## src/design/source_text_tokenizer_defines.svh

```systemverilog
// Assertion macros shared by the tokenizer RTL.
`ifndef SOURCE_TEXT_TOKENIZER_DEFINES_SVH
`define SOURCE_TEXT_TOKENIZER_DEFINES_SVH
`ifndef NO_ASSERTIONS
// Checked on every clock edge outside reset.
`define STT_ASSERT(lbl, prop, msg) \
    lbl: assert property (@(posedge aclk) disable iff (!aresetn) prop) else $error(msg);
// Checked on every clock edge, reset included.
`define STT_ASSERT_ALWAYS(lbl, prop, msg) \
    lbl: assert property (@(posedge aclk) prop) else $error(msg);
`else
`define STT_ASSERT(lbl, prop, msg)
`define STT_ASSERT_ALWAYS(lbl, prop, msg)
`endif
`endif

```

## src/design/stt_pkg.sv

```systemverilog
// Shared types, codes and character classes of the source text tokenizer.
`timescale 1ns / 1ps
`default_nettype none
package stt_pkg;

    localparam int OFFSET_BITS_DEF = 16;
    localparam int FIELD_W         = 16;
    localparam logic [FIELD_W-1:0] FIELD_MAX = 16'hFFFF;

    localparam int MODE_W = 5;
    localparam logic [MODE_W-1:0] MODE_IDLE    = 5'd0;
    localparam logic [MODE_W-1:0] MODE_COMMENT = 5'd1;
    localparam logic [MODE_W-1:0] MODE_NAME    = 5'd2;
    localparam logic [MODE_W-1:0] MODE_HASH    = 5'd3;
    localparam logic [MODE_W-1:0] MODE_INT     = 5'd4;
    localparam logic [MODE_W-1:0] MODE_NUM     = 5'd5;
    localparam logic [MODE_W-1:0] MODE_NUM_DOT = 5'd6;
    localparam logic [MODE_W-1:0] MODE_FRAC    = 5'd7;
    localparam logic [MODE_W-1:0] MODE_STR     = 5'd8;
    localparam logic [MODE_W-1:0] MODE_STR_ESC = 5'd9;
    localparam logic [MODE_W-1:0] MODE_QUOTE   = 5'd10;
    localparam logic [MODE_W-1:0] MODE_SYM     = 5'd11;
    localparam logic [MODE_W-1:0] MODE_AT      = 5'd12;
    localparam logic [MODE_W-1:0] MODE_DIR     = 5'd13;
    localparam logic [MODE_W-1:0] MODE_COLON   = 5'd14;
    localparam logic [MODE_W-1:0] MODE_BAR1    = 5'd15;
    localparam logic [MODE_W-1:0] MODE_OPER    = 5'd16;

    localparam logic [4:0] KIND_EOF      = 5'd0;
    localparam logic [4:0] KIND_ERROR    = 5'd1;
    localparam logic [4:0] KIND_NAME     = 5'd2;
    localparam logic [4:0] KIND_INTEGER  = 5'd3;
    localparam logic [4:0] KIND_FLOAT    = 5'd4;
    localparam logic [4:0] KIND_STRING   = 5'd5;
    localparam logic [4:0] KIND_SYMBOL   = 5'd6;
    localparam logic [4:0] KIND_DIRECT   = 5'd7;
    localparam logic [4:0] KIND_OPERATOR = 5'd8;
    localparam logic [4:0] KIND_ASSIGN   = 5'd9;
    localparam logic [4:0] KIND_COLON    = 5'd10;
    localparam logic [4:0] KIND_DOT      = 5'd11;
    localparam logic [4:0] KIND_COMMA    = 5'd12;
    localparam logic [4:0] KIND_BAR      = 5'd13;
    localparam logic [4:0] KIND_LPAREN   = 5'd14;
    localparam logic [4:0] KIND_RPAREN   = 5'd15;
    localparam logic [4:0] KIND_LBRACKET = 5'd16;
    localparam logic [4:0] KIND_RBRACKET = 5'd17;
    localparam logic [4:0] KIND_LBRACE   = 5'd18;
    localparam logic [4:0] KIND_RBRACE   = 5'd19;

    localparam logic [2:0] ERR_NONE       = 3'd0;
    localparam logic [2:0] ERR_HASH       = 3'd1;
    localparam logic [2:0] ERR_UNCLOSED   = 3'd2;
    localparam logic [2:0] ERR_SYMBOL     = 3'd3;
    localparam logic [2:0] ERR_DIRECTIVE  = 3'd4;
    localparam logic [2:0] ERR_STRAY      = 3'd5;

    // One finished token as it leaves the block.
    typedef struct packed {
        logic [4:0]         kind;
        logic [FIELD_W-1:0] offset;
        logic [FIELD_W-1:0] length;
        logic [2:0]         err;
    } res_t;

    function automatic logic is_letter(input logic [7:0] c);
        return (c >= "a" && c <= "z") || (c >= "A" && c <= "Z") || c == "_";
    endfunction

    function automatic logic is_numeral(input logic [7:0] c);
        return c >= "0" && c <= "9";
    endfunction

    function automatic logic is_word(input logic [7:0] c);
        return is_letter(c) || is_numeral(c);
    endfunction

    function automatic logic is_blank(input logic [7:0] c);
        return c == " " || c == 8'h09 || c == 8'h0D || c == 8'h0A;
    endfunction

    function automatic logic is_opchar(input logic [7:0] c);
        logic hit;
        hit = 1'b0;
        case (c) inside
            "+", "-", "*", "/", "<", ">", "=", "!", "&", "^", "%", "~", "?",
            "\\": hit = 1'b1;
            default: hit = 1'b0;
        endcase
        return hit;
    endfunction

endpackage
`default_nettype wire

```

## src/design/stt_lex.sv

```systemverilog
// Next-state and token logic for one source byte of the tokenizer.
`timescale 1ns / 1ps
`default_nettype none
module stt_lex
    import stt_pkg::*;
#(
    parameter int OFFSET_BITS = OFFSET_BITS_DEF
) (
    input  wire logic [7:0]             c,
    input  wire logic [MODE_W-1:0]      mode,
    input  wire logic [OFFSET_BITS-1:0] start,
    input  wire logic [OFFSET_BITS-1:0] pos,
    input  wire logic [OFFSET_BITS-1:0] dot,
    output logic      [MODE_W-1:0]      mode_next,
    output logic      [OFFSET_BITS-1:0] start_next,
    output logic      [OFFSET_BITS-1:0] pos_next,
    output logic      [OFFSET_BITS-1:0] dot_next,
    output logic      [1:0]             tok_cnt,
    output res_t                        toks [3]
);

    localparam int XW = (OFFSET_BITS > FIELD_W) ? OFFSET_BITS : FIELD_W;
    localparam logic [OFFSET_BITS-1:0] OFS_MAX = '1;

    typedef struct packed {
        logic [4:0]             kind;
        logic [OFFSET_BITS-1:0] first;
        logic [OFFSET_BITS-1:0] stop;
        logic [2:0]             err;
    } raw_tok_t;

    function automatic logic [OFFSET_BITS-1:0] sat_next(input logic [OFFSET_BITS-1:0] v);
        return (v == OFS_MAX) ? v : v + 1'b1;
    endfunction

    function automatic logic [FIELD_W-1:0] sat_field(input logic [OFFSET_BITS-1:0] v);
        logic [XW-1:0] x;
        x = XW'(v);
        return (x > XW'(FIELD_MAX)) ? FIELD_MAX : x[FIELD_W-1:0];
    endfunction

    function automatic res_t finish(input raw_tok_t t);
        res_t r;
        r.kind   = t.kind;
        r.offset = sat_field(t.first);
        r.length = sat_field((t.stop > t.first) ? t.stop - t.first : '0);
        r.err    = t.err;
        return r;
    endfunction

    function automatic raw_tok_t mk(input logic [4:0] k, input logic [OFFSET_BITS-1:0] a,
                                    input logic [OFFSET_BITS-1:0] b, input logic [2:0] e);
        raw_tok_t t;
        t.kind  = k;
        t.first = a;
        t.stop  = b;
        t.err   = e;
        return t;
    endfunction

    logic [OFFSET_BITS-1:0] pos_inc;
    logic [OFFSET_BITS-1:0] start_inc;
    logic                   again;
    logic                   pv0;
    logic                   pv1;
    logic                   iv;
    logic [MODE_W-1:0]      mode_a;
    logic [MODE_W-1:0]      mode_i;
    logic [4:0]             punct_kind;
    raw_tok_t               pt0;
    raw_tok_t               pt1;
    raw_tok_t               it;

    assign pos_inc   = sat_next(pos);
    assign start_inc = sat_next(start);

    // Finish whatever token the current mode holds.
    always_comb begin
        again    = 1'b0;
        pv0      = 1'b0;
        pv1      = 1'b0;
        mode_a   = mode;
        dot_next = dot;
        pt0      = mk(KIND_ERROR, start, pos, ERR_NONE);
        pt1      = mk(KIND_DOT, dot, sat_next(dot), ERR_NONE);
        unique case (mode)
            MODE_IDLE: again = 1'b1;
            MODE_COMMENT: begin
                if (c == 8'h0A) begin
                    mode_a = MODE_IDLE;
                end else if (c == 8'h00) begin
                    again = 1'b1;
                end
            end
            MODE_NAME: begin
                if (!is_word(c)) begin
                    pv0 = 1'b1; again = 1'b1;
                    pt0 = mk(KIND_NAME, start, pos, ERR_NONE);
                end
            end
            MODE_HASH: begin
                if (is_numeral(c)) begin
                    mode_a = MODE_INT;
                end else begin
                    pv0 = 1'b1; again = 1'b1;
                    pt0 = mk(KIND_ERROR, start, start_inc, ERR_HASH);
                end
            end
            MODE_INT: begin
                if (!is_numeral(c)) begin
                    pv0 = 1'b1; again = 1'b1;
                    pt0 = mk(KIND_INTEGER, start, pos, ERR_NONE);
                end
            end
            MODE_NUM: begin
                if (c == ".") begin
                    dot_next = pos;
                    mode_a   = MODE_NUM_DOT;
                end else if (!is_numeral(c)) begin
                    pv0 = 1'b1; again = 1'b1;
                    pt0 = mk(KIND_FLOAT, start, pos, ERR_NONE);
                end
            end
            MODE_NUM_DOT: begin
                if (is_numeral(c)) begin
                    mode_a = MODE_FRAC;
                end else begin
                    // The dot did not start a fraction: float, then a dot token.
                    pv0 = 1'b1; pv1 = 1'b1; again = 1'b1;
                    pt0 = mk(KIND_FLOAT, start, dot, ERR_NONE);
                end
            end
            MODE_FRAC: begin
                if (!is_numeral(c)) begin
                    pv0 = 1'b1; again = 1'b1;
                    pt0 = mk(KIND_FLOAT, start, pos, ERR_NONE);
                end
            end
            MODE_STR: begin
                if (c == "\"") begin
                    pv0    = 1'b1;
                    mode_a = MODE_IDLE;
                    pt0    = mk(KIND_STRING, start, pos_inc, ERR_NONE);
                end else if (c == "\\") begin
                    mode_a = MODE_STR_ESC;
                end else if (c == 8'h00) begin
                    pv0 = 1'b1; again = 1'b1;
                    pt0 = mk(KIND_ERROR, start, pos, ERR_UNCLOSED);
                end
            end
            MODE_STR_ESC: begin
                if (c == 8'h00) begin
                    pv0 = 1'b1; again = 1'b1;
                    pt0 = mk(KIND_ERROR, start, pos, ERR_UNCLOSED);
                end else begin
                    mode_a = MODE_STR;
                end
            end
            MODE_QUOTE: begin
                if (is_letter(c)) begin
                    mode_a = MODE_SYM;
                end else begin
                    pv0 = 1'b1; again = 1'b1;
                    pt0 = mk(KIND_ERROR, start, start_inc, ERR_SYMBOL);
                end
            end
            MODE_SYM: begin
                if (!is_word(c)) begin
                    pv0 = 1'b1; again = 1'b1;
                    pt0 = mk(KIND_SYMBOL, start, pos, ERR_NONE);
                end
            end
            MODE_AT: begin
                if (is_letter(c)) begin
                    mode_a = MODE_DIR;
                end else begin
                    pv0 = 1'b1; again = 1'b1;
                    pt0 = mk(KIND_ERROR, start, start_inc, ERR_DIRECTIVE);
                end
            end
            MODE_DIR: begin
                if (!is_word(c)) begin
                    pv0 = 1'b1; again = 1'b1;
                    pt0 = mk(KIND_DIRECT, start, pos, ERR_NONE);
                end
            end
            MODE_COLON: begin
                pv0 = 1'b1;
                if (c == "=") begin
                    mode_a = MODE_IDLE;
                    pt0    = mk(KIND_ASSIGN, start, pos_inc, ERR_NONE);
                end else begin
                    again = 1'b1;
                    pt0   = mk(KIND_COLON, start, pos, ERR_NONE);
                end
            end
            MODE_BAR1: begin
                if (c == "|") begin
                    mode_a = MODE_OPER;
                end else begin
                    pv0 = 1'b1; again = 1'b1;
                    pt0 = mk(KIND_BAR, start, pos, ERR_NONE);
                end
            end
            MODE_OPER: begin
                if (!is_opchar(c)) begin
                    pv0 = 1'b1; again = 1'b1;
                    pt0 = mk(KIND_OPERATOR, start, pos, ERR_NONE);
                end
            end
            default: again = 1'b1;
        endcase
    end

    always_comb begin
        punct_kind = KIND_EOF;
        case (c)
            ".":     punct_kind = KIND_DOT;
            ",":     punct_kind = KIND_COMMA;
            "(":     punct_kind = KIND_LPAREN;
            ")":     punct_kind = KIND_RPAREN;
            "[":     punct_kind = KIND_LBRACKET;
            "]":     punct_kind = KIND_RBRACKET;
            "{":     punct_kind = KIND_LBRACE;
            "}":     punct_kind = KIND_RBRACE;
            default: punct_kind = KIND_EOF;
        endcase
    end

    // Treat the byte as the first byte of a new token.
    always_comb begin
        iv     = 1'b0;
        mode_i = MODE_IDLE;
        it     = mk(KIND_EOF, pos, pos, ERR_NONE);
        if (is_blank(c)) begin
            mode_i = MODE_IDLE;
        end else if (c == ";") begin
            mode_i = MODE_COMMENT;
        end else if (c == 8'h00) begin
            iv = 1'b1;
        end else if (is_letter(c)) begin
            mode_i = MODE_NAME;
        end else if (is_numeral(c)) begin
            mode_i = MODE_NUM;
        end else if (c == "#") begin
            mode_i = MODE_HASH;
        end else if (c == "\"") begin
            mode_i = MODE_STR;
        end else if (c == "'") begin
            mode_i = MODE_QUOTE;
        end else if (c == "@") begin
            mode_i = MODE_AT;
        end else if (c == ":") begin
            mode_i = MODE_COLON;
        end else if (c == "|") begin
            mode_i = MODE_BAR1;
        end else if (is_opchar(c)) begin
            mode_i = MODE_OPER;
        end else if (punct_kind != KIND_EOF) begin
            iv = 1'b1;
            it = mk(punct_kind, pos, pos_inc, ERR_NONE);
        end else begin
            iv = 1'b1;
            it = mk(KIND_ERROR, pos, pos_inc, ERR_STRAY);
        end
    end

    logic iv_used;
    assign iv_used = again && iv;

    always_comb begin
        mode_next  = again ? mode_i : mode_a;
        start_next = again ? pos : start;
        pos_next   = pos_inc;
        if (c == 8'h00) begin
            // End of text: the next byte begins a new text at offset zero.
            mode_next  = MODE_IDLE;
            start_next = '0;
            pos_next   = '0;
        end
    end

    // Pending tokens come first, the token begun by this byte last.
    assign toks[0] = finish(pv0 ? pt0 : it);
    assign toks[1] = finish(pv1 ? pt1 : it);
    assign toks[2] = finish(it);
    assign tok_cnt = 2'(pv0) + 2'(pv1) + 2'(iv_used);

endmodule
`default_nettype wire

```

## src/design/source_text_tokenizer.sv

```systemverilog
// Top level of the source text tokenizer: input register, lexer state and result queue.
//
//  Channel | Ports            | Payload
//  --------+------------------+----------------------------------------------------
//  input   | s_tvalid/tready  | s_tdata[7:0]: text byte, zero ends the text
//  result  | m_tvalid/tready  | m_tuser: token kind; m_tdata: offset, length, error
//          | m_tlast          | set on the last token caused by one byte
//
// A byte is held in the input register and lexed in a single pass into a
// three-entry result queue, so the block takes one byte per cycle while each
// byte gives at most one token and m_tready is high. A byte giving more tokens
// holds the queue until all have left, since the queue only loads once drained.
// Reset clears the lexer to idle with position and token start at zero.
// A stalled result side fills the input register and then drops s_tready.
`timescale 1ns / 1ps
`default_nettype none
`include "source_text_tokenizer_defines.svh"
module source_text_tokenizer
    import stt_pkg::*;
#(
    parameter int OFFSET_BITS = OFFSET_BITS_DEF
) (
    input  wire logic        aclk,
    input  wire logic        aresetn,
    input  wire logic        s_tvalid,
    output logic             s_tready,
    input  wire logic [7:0]  s_tdata,   // [7:0] text_byte
    output logic             m_tvalid,
    input  wire logic        m_tready,
    output logic [39:0]      m_tdata,   // [15:0] token_offset, [31:16] token_length,
                                        // [34:32] error_code, [39:35] zero
    output logic [4:0]       m_tuser,   // [4:0] token_kind
    output logic             m_tlast    // last_of_run
);

    logic                   in_valid_reg;
    logic                   in_valid_next;
    logic [7:0]             in_byte_reg;
    logic [MODE_W-1:0]      mode_reg;
    logic [MODE_W-1:0]      mode_next;
    logic [OFFSET_BITS-1:0] start_reg;
    logic [OFFSET_BITS-1:0] start_next;
    logic [OFFSET_BITS-1:0] pos_reg;
    logic [OFFSET_BITS-1:0] pos_next;
    logic [OFFSET_BITS-1:0] dot_reg;
    logic [OFFSET_BITS-1:0] dot_next;
    logic [1:0]             cnt_reg;
    logic [1:0]             cnt_next;
    res_t                   q_reg [3];
    res_t                   toks  [3];
    logic [1:0]             tok_cnt;
    logic                   q_free;
    logic                   lex_load;
    logic                   s_xfer;
    logic                   m_xfer;

    stt_lex #(
        .OFFSET_BITS(OFFSET_BITS)
    ) u_lex (
        .c          (in_byte_reg),
        .mode       (mode_reg),
        .start      (start_reg),
        .pos        (pos_reg),
        .dot        (dot_reg),
        .mode_next  (mode_next),
        .start_next (start_next),
        .pos_next   (pos_next),
        .dot_next   (dot_next),
        .tok_cnt    (tok_cnt),
        .toks       (toks)
    );

    assign m_tvalid = (cnt_reg != 2'd0);
    assign m_xfer   = m_tvalid && m_tready;
    // The queue takes a new byte's tokens once its last entry leaves.
    assign q_free   = (cnt_reg == 2'd0) || (cnt_reg == 2'd1 && m_tready);
    assign lex_load = in_valid_reg && q_free;
    assign s_tready = !in_valid_reg || lex_load;
    assign s_xfer   = s_tvalid && s_tready;

    assign m_tuser = q_reg[0].kind;
    assign m_tdata = {5'd0, q_reg[0].err, q_reg[0].length, q_reg[0].offset};
    assign m_tlast = (cnt_reg == 2'd1);

    always_comb begin
        in_valid_next = in_valid_reg;
        if (s_xfer) begin
            in_valid_next = 1'b1;
        end else if (lex_load) begin
            in_valid_next = 1'b0;
        end
    end

    always_comb begin
        cnt_next = cnt_reg;
        if (lex_load) begin
            cnt_next = tok_cnt;
        end else if (m_xfer) begin
            cnt_next = cnt_reg - 2'd1;
        end
    end

    always_ff @(posedge aclk) begin
        if (!aresetn) begin
            in_valid_reg <= 1'b0;
            mode_reg     <= MODE_IDLE;
            start_reg    <= '0;
            pos_reg      <= '0;
            dot_reg      <= '0;
            cnt_reg      <= 2'd0;
        end else begin
            in_valid_reg <= in_valid_next;
            cnt_reg      <= cnt_next;
            if (lex_load) begin
                mode_reg  <= mode_next;
                start_reg <= start_next;
                pos_reg   <= pos_next;
                dot_reg   <= dot_next;
            end
        end
    end

    always_ff @(posedge aclk) begin
        if (s_xfer) begin
            in_byte_reg <= s_tdata;
        end
        if (lex_load) begin
            q_reg[0] <= toks[0];
            q_reg[1] <= toks[1];
            q_reg[2] <= toks[2];
        end else if (m_xfer) begin
            q_reg[0] <= q_reg[1];
            q_reg[1] <= q_reg[2];
        end
    end

    `STT_ASSERT(a_load_shows, lex_load && tok_cnt != 2'd0 |=> m_tvalid, "tokens lost on load")
    `STT_ASSERT(a_eof_rewind, lex_load && in_byte_reg == 8'h00 |=> pos_reg == '0 && start_reg == '0, "end of text did not rewind")
    `STT_ASSERT(a_eof_len, m_tvalid && m_tuser == KIND_EOF |-> m_tdata[31:16] == 16'd0, "eof token with length")
    `STT_ASSERT(a_err_code, m_tvalid |-> ((m_tuser == KIND_ERROR) == (m_tdata[34:32] != ERR_NONE)), "error code and kind disagree")
    `STT_ASSERT_ALWAYS(a_rst_empty, !aresetn |=> !m_tvalid && s_tready, "queue not empty after reset")

endmodule
`default_nettype wire
```

## config.mk

```make
export PLATFORM = sky130hd
export DESIGN_NAME = source_text_tokenizer
export DESIGN_NICKNAME = d
export VERILOG_FILES = /design/src/design/stt_pkg.sv /design/src/design/stt_lex.sv /design/src/design/source_text_tokenizer.sv
export VERILOG_INCLUDE_DIRS = /design/src /design/src/design
export SDC_FILE = /design/constraint.sdc
export NUM_CORES = 1
export LEC_CHECK = 0
export BUFFER_PORTS_ARGS = -buffer_cell sky130_fd_sc_hd__buf_2
export CAP_MARGIN = 20
export CORE_MARGIN = 10
export CORE_UTILIZATION = 40
export DETAILED_ROUTE_END_ITERATION = 10
export HOLD_SLACK_MARGIN = 0.1
export PLACE_DENSITY_LB_ADDON = 0.12
export SYNTH_ARGS = -nofsm -noshare
export SYNTH_HDL_FRONTEND = slang
export SYNTH_HIERARCHICAL = 1
export SYNTH_SLANG_ARGS = --single-unit
```

## constraint.sdc

```tcl
create_clock -name aclk -period 6.7 [get_ports aclk]
set_clock_uncertainty 0.1 [all_clocks]
set_input_delay 0.335 -clock aclk [delete_from_list [all_inputs] [get_ports aclk]]
set_output_delay 0.335 -clock aclk [all_outputs]
set_load 0.01 [all_outputs]
```

==> flow_summary.yaml <==
run_status:
  run_status: "complete, no violations"
routing:
  drc: 0
  wl_per_cell_um: 24.1
  via_density_per_instance: 6.05
  routed-via-count: 12895
  drt.antenna.violating_nets: 0
  drt_wl_total_um: 51300
  drtPass1Iterations: 6
  detail_route.iter0.violations: 1548
setup_path:
  critPathLaunch: "in_byte_reg[2]$_DFFE_PP_"
  timing.critical_path.required_ps: 6930
  cp_launch_type: "flip-flop"
  worst_setup_path_endpoint: "q_reg[0][14]$_DFFE_PP_"
  rr_startpoint: "in_byte_reg[2]$_DFFE_PP_"
  criticalPathCategory: "flip-flop to flip-flop"
  crit-reg2reg-capture: "q_reg[0][14]$_DFFE_PP_"
  cp-end-kind: "flip-flop"
  critical_path.max_fanout: 23
  timing.critical_path.arrival_ps: 6520
  worstRegToRegCells: 18
  worst-r2r-setup-slack_ps: 410
  critical_path.cell_chain: "o21ai_0 -> a21oi_1 -> a21oi_1 -> o211ai_1 -> or4_4 -> inv_1 -> mux2i_1 -> inv_1 -> fa_1 -> nor2b_1 -> o2111a_1 -> nor3_1 -> or4_1 -> a21oi_1 -> o41ai_2 -> buf_4 -> nor4b_1 -> mux2_2"
  crit_slowest_cell: "sky130_fd_sc_hd__o21ai_0"
  worst_path_largest_cell_delay_ps: 740
  cp_common_cell: "sky130_fd_sc_hd__a21oi_1"
synth:
  library_cell_occupying_the_most_area_in_the_post_synthesis_netlist: "sky130_fd_sc_hd__edfxtp_1"
  post_synth_main_area_contributors: "sky130_fd_sc_hd__edfxtp_1, sky130_fd_sc_hd__dfxtp_1, sky130_fd_sc_hd__mux2_2"
  ys_seq_area_share_pct: 34.2
  ys_dominant_reg_cell: "sky130_fd_sc_hd__edfxtp_1"
  ys_types: 83
  yosys.area.top_type_share_pct: 26.4
  number_of_enable_type_register_cells_in_the_synthesized_netlist: 128
  async_set_or_reset_flop_fraction_in_the_synthesized_netlist_pct: 0
  post_synth_instance_area_sq_um: 14500
  synthesis.yosys.warnings: 6
  post_synth.cell_area_avg_sq_um: 8.56
  netlist_instances: 1698
  synth.ff_latch_count: 184
floorplanning:
  fp.dieH_um: 211
  core_region_area_sq_um: 35700
  die_area_sq_um: 44400
  boundaryPins: 60
  start_util_pct: 40.7
  row_count: 69
  die_x_um: 211
timing:
  period_minus_slack_ps: 6290
  setup_viol: 0
  slew_viol_final: 0
  setup-tns-final_ps: 0
  finalCritPeriodShare_pct: 93.9
  rsz0062_at_grt: "no"
  post-route-worst-setup-slack_ps: 411
  timing.final.hold_violations: 0
  fmax_mhz: 159
  worst_slew_pin_slew_ps: 1100
  max_slew_margin_pct: 27.0
clocking:
  cts.sink_count: 184
  clockBufferDepth: 2
  cts_setup_buffers: 0
  clkTransAtPathRegs_ps: 80
  cts_buffers: 17
  clk_latency_ps: 460
  cts.root.buffer_cell: "sky130_fd_sc_hd__clkbuf_16"
  gates_resized_cts_repair: 0
  htree_num_levels: 4
  tritoncts: "yes"
placed_design:
  number_of_port_buffers: 54
  detailedPlace.worstSlack_ps: 497
  place_congestion: 0.967
  dpl_cell_area_sq_um: 14800
  place_hpwl_um: 37700
min_path:
  holdCritStartpoint: "m_tready"
  hold_path.class: "input pin to flip-flop"
finish:
  final-seq-area_sq_um: 4970
  final_nets: 1727
  number_of_filler_cells_placed_in_the_layout: 3616
  highest_count_cells_in_the_layout_ignoring_fill_and_taps: "sky130_fd_sc_hd__a21oi_1, sky130_fd_sc_hd__nor2_1, sky130_fd_sc_hd__o21ai_0"
  largest_reg_flops: 120
  layout.cell_area.non_filler_sq_um: 15400
  multi_input_comb_area_sq_um: 8240
  syn2layout_area_growth_pct: 6.15
  post_route_cells_drive_above_1_share_pct: 14.8
  postLayoutCoreUtil_pct: 43.2
pwr:
  total_leakage_power_nw: 5.91
  power_per_cell_area_nw_per_um2: 311
  vdd_ir_drop_max_v: 0.000415
global_route:
  grt_antenna_before_repair: 0
  largest_net_degree_at_the_start_of_global_routing: 66
  grt.overflow.total: 0
  grt_pass1_wl_um: 78100
  via_count_of_the_first_global_routing_pass: 12061
  grt_usage_pct: 22.9
job:
  cap_viol_max_count: 0
-- critical path, delay by kind of cell (launching register included) --
kind	cells	cell delay, ps
muxes	2	540
buffers and inverters	3	650
AOI/OAI and AO/OA	7	1880
adders and majority gates	1	480
and+or+nand+nor	5	1770
DFF	1	700
-- power breakdown --
part	leakage, nW	internal, mW	switching [mW]
Combinational	3.96	0.817	1.34
Sequential	1.70	1.56	0.0892
Clock	0.255	0.485	0.503
-- synth_stat cells (13+ instances only) --
cell                       count
sky130_fd_sc_hd__nand4_1      26
sky130_fd_sc_hd__nand3_1      95
sky130_fd_sc_hd__a21o_1       13
sky130_fd_sc_hd__mux2i_1      46
sky130_fd_sc_hd__nor2_1      139
sky130_fd_sc_hd__inv_1        90
sky130_fd_sc_hd__buf_4        75
sky130_fd_sc_hd__a211oi_1     20
sky130_fd_sc_hd__ha_1         54
sky130_fd_sc_hd__mux2_2       83
sky130_fd_sc_hd__dfxtp_1      56
sky130_fd_sc_hd__clkbuf_1     83
sky130_fd_sc_hd__nand2b_1     22
sky130_fd_sc_hd__nor2b_1      19
sky130_fd_sc_hd__or3_1        16
sky130_fd_sc_hd__nor3_1       48
sky130_fd_sc_hd__o21ai_0     131
sky130_fd_sc_hd__edfxtp_1    128
sky130_fd_sc_hd__xnor2_1      41
sky130_fd_sc_hd__nand2_1     111
sky130_fd_sc_hd__xor2_1       23
sky130_fd_sc_hd__o21a_1       14
sky130_fd_sc_hd__a21oi_1     138
-- per-stage QoR --
| step | power [mW] | instances | hold WS (ps) |
|---|---|---|---|
| 2_1_floorplan | 3.26 | 1703 | 334 |
| 3_3_place_gp | 3.82 | 2089 | 411 |
| 3_5_place_dp | 3.81 | 2089 | 413 |
| 4_1_cts | 4.81 | 2131 | 365 |
| 5_1_grt | 5.06 | 2131 | 423 |
| 6_report | 4.79 | 2132 | 392 |
-- worst min path at each step --
stage / cells after the start / endpoint / slack (ps)
6_report: 4 / in_valid_reg$_SDFFE_PN0P_ / 390
5_1_grt: 4 / in_valid_reg$_SDFFE_PN0P_ / 420
4_1_cts: 4 / in_valid_reg$_SDFFE_PN0P_ / 370
3_5_place_dp: 1 / in_byte_reg[5]$_DFFE_PP_ / 410
3_3_place_gp: 1 / in_byte_reg[3]$_DFFE_PP_ / 410
2_1_floorplan: 0 / in_byte_reg[0]$_DFFE_PP_ / 330
-- cell families (layout without fill, tap and decap cells) --
logic type	Yosys count	in the layout	share of synthesized area [%]
AND/OR/NAND/NOR	555	555	19.1
AO/OA/AOI/OAI	425	425	17.8
buffers and inverters	273	240	9.53
flip-flops	184	184	34.2
multiplexers	137	137	10.2
XOR/XNOR	64	64	3.86
adder cells (fa/ha/maj)	58	58	5.20
other	2	8	0.0517
-- final cells by class --
cell class              count  share of cell area, %
multi-input cells        1246                   53.4
flip-flops and latches    184                   32.2
repair buffers            115                   4.88
well taps                 461                   3.74
clock buffers              18                   2.78
inverters                  93                   2.26
clock inverters            14                  0.746
diodes                      1                 0.0162
-- repair_timing --
| action | in CTS | in global routing |
|---|---|---|
| hold buffers | 10 | 0 |
| setup endpoints to repair | 0 | 0 |
| endpoints found under the hold margin | 10 | 0 |
-- layer usage --
metal	GRT usage [%]	share of wire (%)	routed length, um
met1	33.2	47	24100
met2	34.4	44	22600
met3	2.63	6.2	3200
met4	8.02	2.8	1420
met5	0	0	0
Power figures use the tool's default switching activity.
